<file path="src/sv/tmt_pkg.sv">
`timescale 1ns / 1ps
// Shared constants for the tiled matrix transpose core.
// No dependencies; imported by tmt_ram and tiled_matrix_transpose_core.
package tmt_pkg;

    localparam int DEF_TILE_EDGE = 8;
    localparam int DEF_MAX_DIM   = 4096;

    // Field widths of the stream items and the configuration registers.
    localparam int DIM_W   = 13;
    localparam int POS_W   = 12;
    localparam int VALUE_W = 32;
    localparam int OUT_DATA_W = VALUE_W + 2 * POS_W;

    // Configuration register indexes.
    localparam int CFG_IDX_W = 2;
    localparam logic [CFG_IDX_W-1:0] REG_NUM_ROWS = 2'd0;
    localparam logic [CFG_IDX_W-1:0] REG_NUM_COLS = 2'd1;

endpackage

</file>
<file path="src/sv/tmt_ram.sv">
`timescale 1ns / 1ps
// Generic single-write, single-read synchronous RAM with registered read data.
// Depends on tmt_pkg for the defaults of its width and depth.
module tmt_ram
    import tmt_pkg::*;
#(
    parameter int WIDTH = VALUE_W,
    parameter int DEPTH = DEF_TILE_EDGE * DEF_TILE_EDGE
)
(
    input  logic                     clk,
    input  logic                     wr_en,
    input  logic [$clog2(DEPTH)-1:0] wr_addr,
    input  logic [WIDTH-1:0]         wr_data,
    input  logic                     rd_en,
    input  logic [$clog2(DEPTH)-1:0] rd_addr,
    output logic [WIDTH-1:0]         rd_data
);

    logic [WIDTH-1:0] mem [DEPTH];

    always_ff @(posedge clk)
    begin
        if (wr_en)
        begin
            mem[wr_addr] <= wr_data;
        end
        if (rd_en)
        begin
            rd_data <= mem[rd_addr];
        end
    end

endmodule

</file>
<file path="src/sv/tiled_matrix_transpose_core.sv">
`timescale 1ns / 1ps
// Channel  | Direction | Payload                                   | Handshake
// s_axis   | in        | tdata[31:0] element                       | s_tvalid/s_tready
// m_axis   | out       | tdata value,dest_row,dest_col; tlast tile | m_tvalid/m_tready
//          |           | done; tuser matrix done                   |
// cfg      | in        | cfg_index register, cfg_data value        | cfg_valid/cfg_ready
//
// Loading takes one element per cycle; the request that completes a tile starts the drain.
// Draining a tile of R x C valid elements takes a tile RAM read and then a capture per element,
// during which no input is accepted; output stalls hold the drain before the tile RAM read.
// Reset returns the position to the first element and both dimensions to one.
// A configuration write is taken only while loading and holds off the input for that cycle;
// a write to either dimension restarts at the first element and drops a partial tile.
// Depends on tmt_pkg and tmt_ram.
module tiled_matrix_transpose_core
    import tmt_pkg::*;
#(
    parameter int TILE_EDGE = DEF_TILE_EDGE,
    parameter int MAX_DIM   = DEF_MAX_DIM
)
(
    input  logic                  clk,
    input  logic                  rst_n,
    // Input stream.
    input  logic                  s_tvalid,
    output logic                  s_tready,
    input  logic [VALUE_W-1:0]    s_tdata,   // [31:0] element
    // Output stream.
    output logic                  m_tvalid,
    input  logic                  m_tready,
    output logic [OUT_DATA_W-1:0] m_tdata,   // [31:0] value, [43:32] dest_row, [55:44] dest_col
    output logic                  m_tlast,   // tile_done
    output logic                  m_tuser,   // [0] matrix_done
    // Configuration writes.
    input  logic                  cfg_valid,
    output logic                  cfg_ready,
    input  logic [CFG_IDX_W-1:0]  cfg_index,
    input  logic [DIM_W-1:0]      cfg_data
);

    localparam int IDX_W  = $clog2(TILE_EDGE);
    localparam int ADDR_W = $clog2(TILE_EDGE * TILE_EDGE);

    typedef enum logic [1:0] {S_LOAD, S_RD, S_CAP} state_t;

    state_t                  state_reg, state_next;
    logic [DIM_W-1:0]        num_rows_reg, num_rows_next;
    logic [DIM_W-1:0]        num_cols_reg, num_cols_next;
    logic [DIM_W-1:0]        row_base_reg, row_base_next;
    logic [DIM_W-1:0]        col_base_reg, col_base_next;
    logic [IDX_W-1:0]        in_row_reg, in_row_next;
    logic [IDX_W-1:0]        in_col_reg, in_col_next;
    logic [IDX_W-1:0]        dr_row_reg, dr_row_next;
    logic [IDX_W-1:0]        dr_col_reg, dr_col_next;
    logic                    out_valid_reg, out_valid_next;
    logic [OUT_DATA_W-1:0]   out_data_reg, out_data_next;
    logic                    out_last_reg, out_last_next;
    logic                    out_user_reg, out_user_next;

    logic [DIM_W-1:0]   rows_rem, cols_rem;
    logic [IDX_W-1:0]   last_r, last_c;
    logic [DIM_W:0]     row_base_adv, col_base_adv;
    logic               row_last_tile, col_last_tile;
    logic               wr_en, rd_en, out_free, in_end, drain_end;
    logic [ADDR_W-1:0]  wr_addr, rd_addr;
    logic [VALUE_W-1:0] rd_data;
    logic [DIM_W-1:0]   src_row, src_col, cfg_dim;

    // Extent of the current tile, as the last valid in-tile index.
    assign rows_rem = num_rows_reg - row_base_reg;
    assign cols_rem = num_cols_reg - col_base_reg;
    assign last_r = (rows_rem >= DIM_W'(TILE_EDGE)) ? IDX_W'(TILE_EDGE - 1)
                                                    : IDX_W'(rows_rem - DIM_W'(1));
    assign last_c = (cols_rem >= DIM_W'(TILE_EDGE)) ? IDX_W'(TILE_EDGE - 1)
                                                    : IDX_W'(cols_rem - DIM_W'(1));

    assign row_base_adv  = {1'b0, row_base_reg} + (DIM_W+1)'(TILE_EDGE);
    assign col_base_adv  = {1'b0, col_base_reg} + (DIM_W+1)'(TILE_EDGE);
    assign row_last_tile = row_base_adv >= {1'b0, num_rows_reg};
    assign col_last_tile = col_base_adv >= {1'b0, num_cols_reg};

    // A pending register write goes first, so the element lands at the restarted position.
    assign s_tready  = (state_reg == S_LOAD) && !cfg_valid;
    assign cfg_ready = (state_reg == S_LOAD);
    assign wr_en     = s_tvalid && s_tready;
    assign wr_addr   = ADDR_W'(in_row_reg) * ADDR_W'(TILE_EDGE) + ADDR_W'(in_col_reg);
    assign rd_addr   = ADDR_W'(dr_row_reg) * ADDR_W'(TILE_EDGE) + ADDR_W'(dr_col_reg);
    assign out_free  = !out_valid_reg || m_tready;
    assign rd_en     = (state_reg == S_RD) && out_free;
    assign in_end    = (in_row_reg == last_r) && (in_col_reg == last_c);
    assign drain_end = (dr_row_reg == last_r) && (dr_col_reg == last_c);
    assign src_row   = row_base_reg + DIM_W'(dr_row_reg);
    assign src_col   = col_base_reg + DIM_W'(dr_col_reg);

    // A dimension of zero counts as one, and anything above MAX_DIM as MAX_DIM.
    always_comb
    begin
        if (cfg_data == '0)
        begin
            cfg_dim = DIM_W'(1);
        end
        else if (32'(cfg_data) > 32'(MAX_DIM))
        begin
            cfg_dim = DIM_W'(MAX_DIM);
        end
        else
        begin
            cfg_dim = cfg_data;
        end
    end

    tmt_ram #(
        .WIDTH (VALUE_W),
        .DEPTH (TILE_EDGE * TILE_EDGE)
    ) u_tile_ram (
        .clk     (clk),
        .wr_en   (wr_en),
        .wr_addr (wr_addr),
        .wr_data (s_tdata),
        .rd_en   (rd_en),
        .rd_addr (rd_addr),
        .rd_data (rd_data)
    );

    always_comb
    begin
        state_next     = state_reg;
        num_rows_next  = num_rows_reg;
        num_cols_next  = num_cols_reg;
        row_base_next  = row_base_reg;
        col_base_next  = col_base_reg;
        in_row_next    = in_row_reg;
        in_col_next    = in_col_reg;
        dr_row_next    = dr_row_reg;
        dr_col_next    = dr_col_reg;
        out_valid_next = out_valid_reg;
        out_data_next  = out_data_reg;
        out_last_next  = out_last_reg;
        out_user_next  = out_user_reg;

        if (out_valid_reg && m_tready)
        begin
            out_valid_next = 1'b0;
        end

        unique case (state_reg)
            S_LOAD:
            begin
                if (wr_en)
                begin
                    if (in_end)
                    begin
                        in_row_next = '0;
                        in_col_next = '0;
                        dr_row_next = '0;
                        dr_col_next = '0;
                        state_next  = S_RD;
                    end
                    else if (in_col_reg == last_c)
                    begin
                        in_col_next = '0;
                        in_row_next = in_row_reg + IDX_W'(1);
                    end
                    else
                    begin
                        in_col_next = in_col_reg + IDX_W'(1);
                    end
                end
            end
            S_RD:
            begin
                if (rd_en)
                begin
                    state_next = S_CAP;
                end
            end
            S_CAP:
            begin
                // The read was only issued with the output register free, so it is free now.
                out_valid_next = 1'b1;
                out_data_next  = {src_row[POS_W-1:0], src_col[POS_W-1:0], rd_data};
                out_last_next  = drain_end;
                out_user_next  = drain_end && row_last_tile && col_last_tile;
                if (dr_row_reg == last_r)
                begin
                    dr_row_next = '0;
                    dr_col_next = dr_col_reg + IDX_W'(1);
                end
                else
                begin
                    dr_row_next = dr_row_reg + IDX_W'(1);
                end
                if (drain_end)
                begin
                    state_next = S_LOAD;
                    if (col_last_tile)
                    begin
                        col_base_next = '0;
                        row_base_next = row_last_tile ? '0 : row_base_adv[DIM_W-1:0];
                    end
                    else
                    begin
                        col_base_next = col_base_adv[DIM_W-1:0];
                    end
                end
                else
                begin
                    state_next = S_RD;
                end
            end
            default:
            begin
                state_next = S_LOAD;
            end
        endcase

        if (cfg_valid && cfg_ready)
        begin
            unique case (cfg_index)
                REG_NUM_ROWS:
                begin
                    num_rows_next = cfg_dim;
                end
                REG_NUM_COLS:
                begin
                    num_cols_next = cfg_dim;
                end
                default:
                begin
                end
            endcase
            if (cfg_index == REG_NUM_ROWS || cfg_index == REG_NUM_COLS)
            begin
                row_base_next = '0;
                col_base_next = '0;
                in_row_next   = '0;
                in_col_next   = '0;
            end
        end
    end

    always_ff @(posedge clk or negedge rst_n)
    begin
        if (!rst_n)
        begin
            state_reg     <= S_LOAD;
            num_rows_reg  <= DIM_W'(1);
            num_cols_reg  <= DIM_W'(1);
            row_base_reg  <= '0;
            col_base_reg  <= '0;
            in_row_reg    <= '0;
            in_col_reg    <= '0;
            dr_row_reg    <= '0;
            dr_col_reg    <= '0;
            out_valid_reg <= 1'b0;
            out_data_reg  <= '0;
            out_last_reg  <= 1'b0;
            out_user_reg  <= 1'b0;
        end
        else
        begin
            state_reg     <= state_next;
            num_rows_reg  <= num_rows_next;
            num_cols_reg  <= num_cols_next;
            row_base_reg  <= row_base_next;
            col_base_reg  <= col_base_next;
            in_row_reg    <= in_row_next;
            in_col_reg    <= in_col_next;
            dr_row_reg    <= dr_row_next;
            dr_col_reg    <= dr_col_next;
            out_valid_reg <= out_valid_next;
            out_data_reg  <= out_data_next;
            out_last_reg  <= out_last_next;
            out_user_reg  <= out_user_next;
        end
    end

    assign m_tvalid = out_valid_reg;
    assign m_tdata  = out_data_reg;
    assign m_tlast  = out_last_reg;
    assign m_tuser  = out_user_reg;

    a_load_in_extent: assert property (@(posedge clk) disable iff (!rst_n)
        (state_reg == S_LOAD) |-> (in_row_reg <= last_r) && (in_col_reg <= last_c))
        else $error("load position outside the tile extent");

    a_drain_in_extent: assert property (@(posedge clk) disable iff (!rst_n)
        (state_reg != S_LOAD) |-> (dr_row_reg <= last_r) && (dr_col_reg <= last_c))
        else $error("drain position outside the tile extent");

    a_capture_free: assert property (@(posedge clk) disable iff (!rst_n)
        (state_reg == S_CAP) |-> !out_valid_reg)
        else $error("capture into an occupied output register");

    a_read_then_capture: assert property (@(posedge clk) disable iff (!rst_n)
        rd_en |=> (state_reg == S_CAP))
        else $error("tile read not followed by capture");

    a_matrix_ends_tile: assert property (@(posedge clk) disable iff (!rst_n)
        (out_valid_reg && out_user_reg) |-> out_last_reg)
        else $error("matrix end without tile end");

endmodule

</file>
<file path="config.mk">
export PLATFORM = sky130hd
export DESIGN_NAME = tiled_matrix_transpose_core
export DESIGN_NICKNAME = d
export VERILOG_FILES = /design/src/sv/tmt_pkg.sv /design/src/sv/tmt_ram.sv /design/src/sv/tiled_matrix_transpose_core.sv
export SDC_FILE = /design/constraint.sdc
export NUM_CORES = 2
export LEC_CHECK = 0
export BUFFER_PORTS_ARGS = -buffer_cell sky130_fd_sc_hd__buf_2
export CAP_MARGIN = 10
export CORE_UTILIZATION = 45
export DETAILED_ROUTE_END_ITERATION = 8
export SETUP_SLACK_MARGIN = 0.05
export SLEW_MARGIN = 30
export SYNTH_ARGS = -nofsm -noshare
export SYNTH_HDL_FRONTEND = slang
export SYNTH_SLANG_ARGS = --single-unit
</file>
<file path="constraint.sdc">
create_clock -name clk -period 13 [get_ports clk]
set_clock_uncertainty 0.15 [all_clocks]
set_input_delay 2.6 -clock clk [delete_from_list [all_inputs] [get_ports clk]]
set_output_delay 2.6 -clock clk [all_outputs]
set_load 0.03 [all_outputs]
</file>
==> run summary <==
The flop and latch count out of synthesis is 2205. The number of enable flip-flop cells after synthesis is 2080. The maximum fanout encountered on the critical timing path is 3. Leaving out fill and tap cells, the most frequent cells in the layout are sky130_fd_sc_hd__edfxtp_1 (2080), sky130_fd_sc_hd__mux4_2 (672), sky130_fd_sc_hd__clkbuf_16 (222), sky130_fd_sc_hd__nand2_1 (195), sky130_fd_sc_hd__dfrtp_1 (119). The number of antenna violations at the first check in global routing came out at 26. The H-tree depth reported by CTS came out at 4. The root buffer selected by CTS is sky130_fd_sc_hd__clkbuf_16. The maximum number of buffers from clock root to sink is 3. Counting flops with an async set or reset pin after synthesis yields a share of 5.669%.

The highest attainable clock frequency came out at 159.5 MHz. The register with the most flip-flops is u_tile_ram.mem. The tightest hold path in the finished design has a slack of 0.2951 ns.

The largest stage delay on the critical path came out at 0.49 ns. The most critical setup path has its startpoint at cfg_valid. The startpoint of the worst-slack reg-to-reg timing path is col_base_reg[8]. Setup violations remaining at the end of the flow were counted as 0. The number of design-rule violations left by the first detailed-router iteration is 5600. The total wire length came out at 226400 microns. The yosys synthesis warning count came out at 0. The leakage power figure came out at 0.03239 uW.

The critical path endpoint category is a primary output. The number of primary I/O pins came out at 113. The area growth from synthesis to layout is 14.68%. The core utilization of the finished layout came out at 52.16%.

The critical path is of the input port to primary output type. The number of cells after detailed placement came out at 6512. The net count of the finished layout is 4346. From bottom edge to top edge, the die measures 441.4 microns. The setup slack of the most critical reg-to-reg path came out at 7.60 ns.

Synthesis produced a netlist with a net count of 4090. By instance count, the cell type seen most on the critical path is sky130_fd_sc_hd__buf_2. The congestion estimate from routability-driven global placement came to 0.8371. The total power per unit cell area is 145.5 mW/mm^2. The clock period could shrink to 6.271 ns. The width of the die came out at 441.4 microns. The final critical path takes up 48.24% of the cycle.

For the worst setup path, the data arrival time is 3.52 ns. The count of port buffers added during placement came out at 112. The endpoint identified for the worst register-to-register timing path is row_base_reg[9]. The sequential fraction of the synthesis area came out at 75.50%.

Clock-pin slew was measured on the worst setup and hold paths at 0.06 ns. The starting utilization of the core area came out at 45.49%. The number of global-route vias before repair was 41290. The number of gates resized after cts came out at 0. The number of nets with antenna violations after routing came out at 0. The post-synthesis instance area is 0.08688 sq mm. The clock latency of the later-clocked register in the worst-skew pair came out at 0.85 ns. Leaving out fill and tap cells, the most frequent cell in the layout is sky130_fd_sc_hd__edfxtp_1. Following the worst setup path forward leads to its endpoint at s_tready. The max-slew headroom at the worst pin came out at 28.68%. The worst reg-to-reg path cell count is 12. The run finished with clean final reports. Among all flip-flop cells after synthesis, the most frequent one is sky130_fd_sc_hd__edfxtp_1. The largest individual stage delay along the critical path comes from the cell sky130_fd_sc_hd__nor3_1. The total track usage came out at 23.52%.

For this run the aggregate overflow at the end of global routing stands at 0. The area of the core is 0.1910 sq mm. The layout cell share with drive strength beyond 1 came out at 30.00%. The clock buffer count from CTS is 218.

The flip-flop count of the largest register after layout came out at 2048. For this run, design rule violations remaining after detail routing come to 0. The total of max-cap violations came out at 0. Setup repair after global routing left no endpoint under its margin. After legalization and detailed placement, the total HPWL measured 140100 microns. The number of iterations in the first detailed-routing pass is 5. The clock sink total is 2205. The total area of sequential cells is 0.06560 sq mm.

The die footprint is 0.1948 sq mm. The number of cells produced by synthesis is 3968. The first-pass GRT wire length is 321000 microns. After detailed routing, the average wire length per cell comes to 32.68 microns. The quantity of hold-fixing buffers added after cts is 0.

Each instance of the synthesized netlist takes up on average 21.89 sq um. The signal on the critical path passes through buf_2, nor3_1, buf_2. The number of fillers in the final layout came out at 14710. In the final layout, the multi-input gates occupy 0.02075 sq mm. The required arrival time at the worst endpoint is 10.25 ns. The number of hold violations in the final report came out at 0.

The largest net degree at the start of global routing is 144. Once the clock tree was built, the setup fixing pass inserted 0 buffers. At the pin with the least slew margin, the transition time is 1.070 ns. The worst hold path class is flip-flop to flip-flop. The max-slew violation total from the final report is 0. The count of different cell masters after synthesis came out at 80.

The non-filler instance count after layout is 6929. The vias after detailed routing is 42200. The clock tree from TritonCTS is built.

The number of standard-cell rows in the floorplan is 160. The average vias per placed instance is 6.090. The post-route setup TNS came out at 0 ns.

The worst IR drop on VDD is 0.1303 mV. The critical path startpoint category is an input port.
-- area by class of cell --
| class | count | area share, % |
|---|---|---|
| clock inverters | 124 | 1.187 |
| repair buffers | 236 | 2.793 |
| inverters | 75 | 0.2901 |
| flip-flops and latches | 2205 | 65.85 |
| well taps | 2511 | 3.154 |
| diodes | 12 | 0.03014 |
| clock buffers | 278 | 5.868 |
| multi-input cells | 1488 | 20.83 |
-- how the worst min path moves through the flow --
| stage | slack, ns | depth (start not counted) | startpoint | to |
|---|---|---|---|---|
| 2_1_floorplan | 0.26 | 2 | u_tile_ram.rd_data[0] | m_tdata[0] |
| 3_3_place_gp | 0.30 | 2 | u_tile_ram.rd_data[3] | m_tdata[3] |
| 3_5_place_dp | 0.28 | 2 | u_tile_ram.rd_data[16] | m_tdata[16] |
| 4_1_cts | 0.30 | 2 | u_tile_ram.rd_data[16] | m_tdata[16] |
| 5_1_grt | 0.33 | 2 | u_tile_ram.rd_data[16] | m_tdata[16] |
| 6_report | 0.30 | 2 | u_tile_ram.rd_data[16] | m_tdata[16] |
-- metrics by stage --
step	total power, uW	setup slack, ns	area, sq um
final	14500	6.729	99630
after detailed placement	8438	6.737	92500
after floorplan	8176	6.825	86880
after global placement	8422	6.679	90970
after CTS	14600	6.732	99530
after global routing	14880	6.654	99600
-- logic make-up (layout without fill, tap and decap cells) --
group | Yosys count | count (layout) | share of synthesized area (%)
DFF | 2205 | 2205 | 75.50
and+or+nand+nor | 459 | 459 | 2.451
adders and majority gates | 70 | 70 | 1.043
buffers and inverters | 275 | 713 | 1.201
muxes | 680 | 680 | 17.52
other | 0 | 12 | 0
xor gates and xnor gates | 54 | 54 | 0.5444
AOI/OAI and AO/OA | 225 | 225 | 1.740
-- synth_stat cells, types with 14 or more instances --
cell | number | area, sq um
sky130_fd_sc_hd__a21oi_1 | 31 | 155.2
sky130_fd_sc_hd__buf_1 | 43 | 161.4
sky130_fd_sc_hd__clkbuf_1 | 153 | 574.3
sky130_fd_sc_hd__dfrtp_1 | 123 | 3078
sky130_fd_sc_hd__edfxtp_1 | 2080 | 62460
sky130_fd_sc_hd__ha_1 | 66 | 825.8
sky130_fd_sc_hd__inv_1 | 74 | 277.8
sky130_fd_sc_hd__mux4_2 | 672 | 15130
sky130_fd_sc_hd__nand2_1 | 195 | 732.0
sky130_fd_sc_hd__nand2b_1 | 20 | 125.1
sky130_fd_sc_hd__nand3_1 | 26 | 130.1
sky130_fd_sc_hd__nor2_1 | 105 | 394.1
sky130_fd_sc_hd__nor3_1 | 22 | 110.1
sky130_fd_sc_hd__o211ai_1 | 20 | 150.1
sky130_fd_sc_hd__o21ai_0 | 80 | 400.4
sky130_fd_sc_hd__xnor2_1 | 40 | 350.3
sky130_fd_sc_hd__xor2_1 | 14 | 122.6
-- power breakdown --
part | internal [uW] | total (uW) | switching (uW)
sequential | 7800 | 7810 | 18.6
clock | 3530 | 6210 | 2680
combinational | 134 | 472 | 339
-- critical path: cells and delay by family --
kind                   cells  cell delay, ns
and+or+nand+nor            1            0.49
buffers and inverters      2            0.43
-- layer usage --
metal  wire [microns]  vias up  GRT usage, %
met5               29        -             0
met4             4504        4         4.650
met3            17330      248         3.465
met2           108500     1834         36.93
met1            96090    22940         35.38
li1                 -    17170             -
Note: power is estimated with default switching activity, not from simulation.
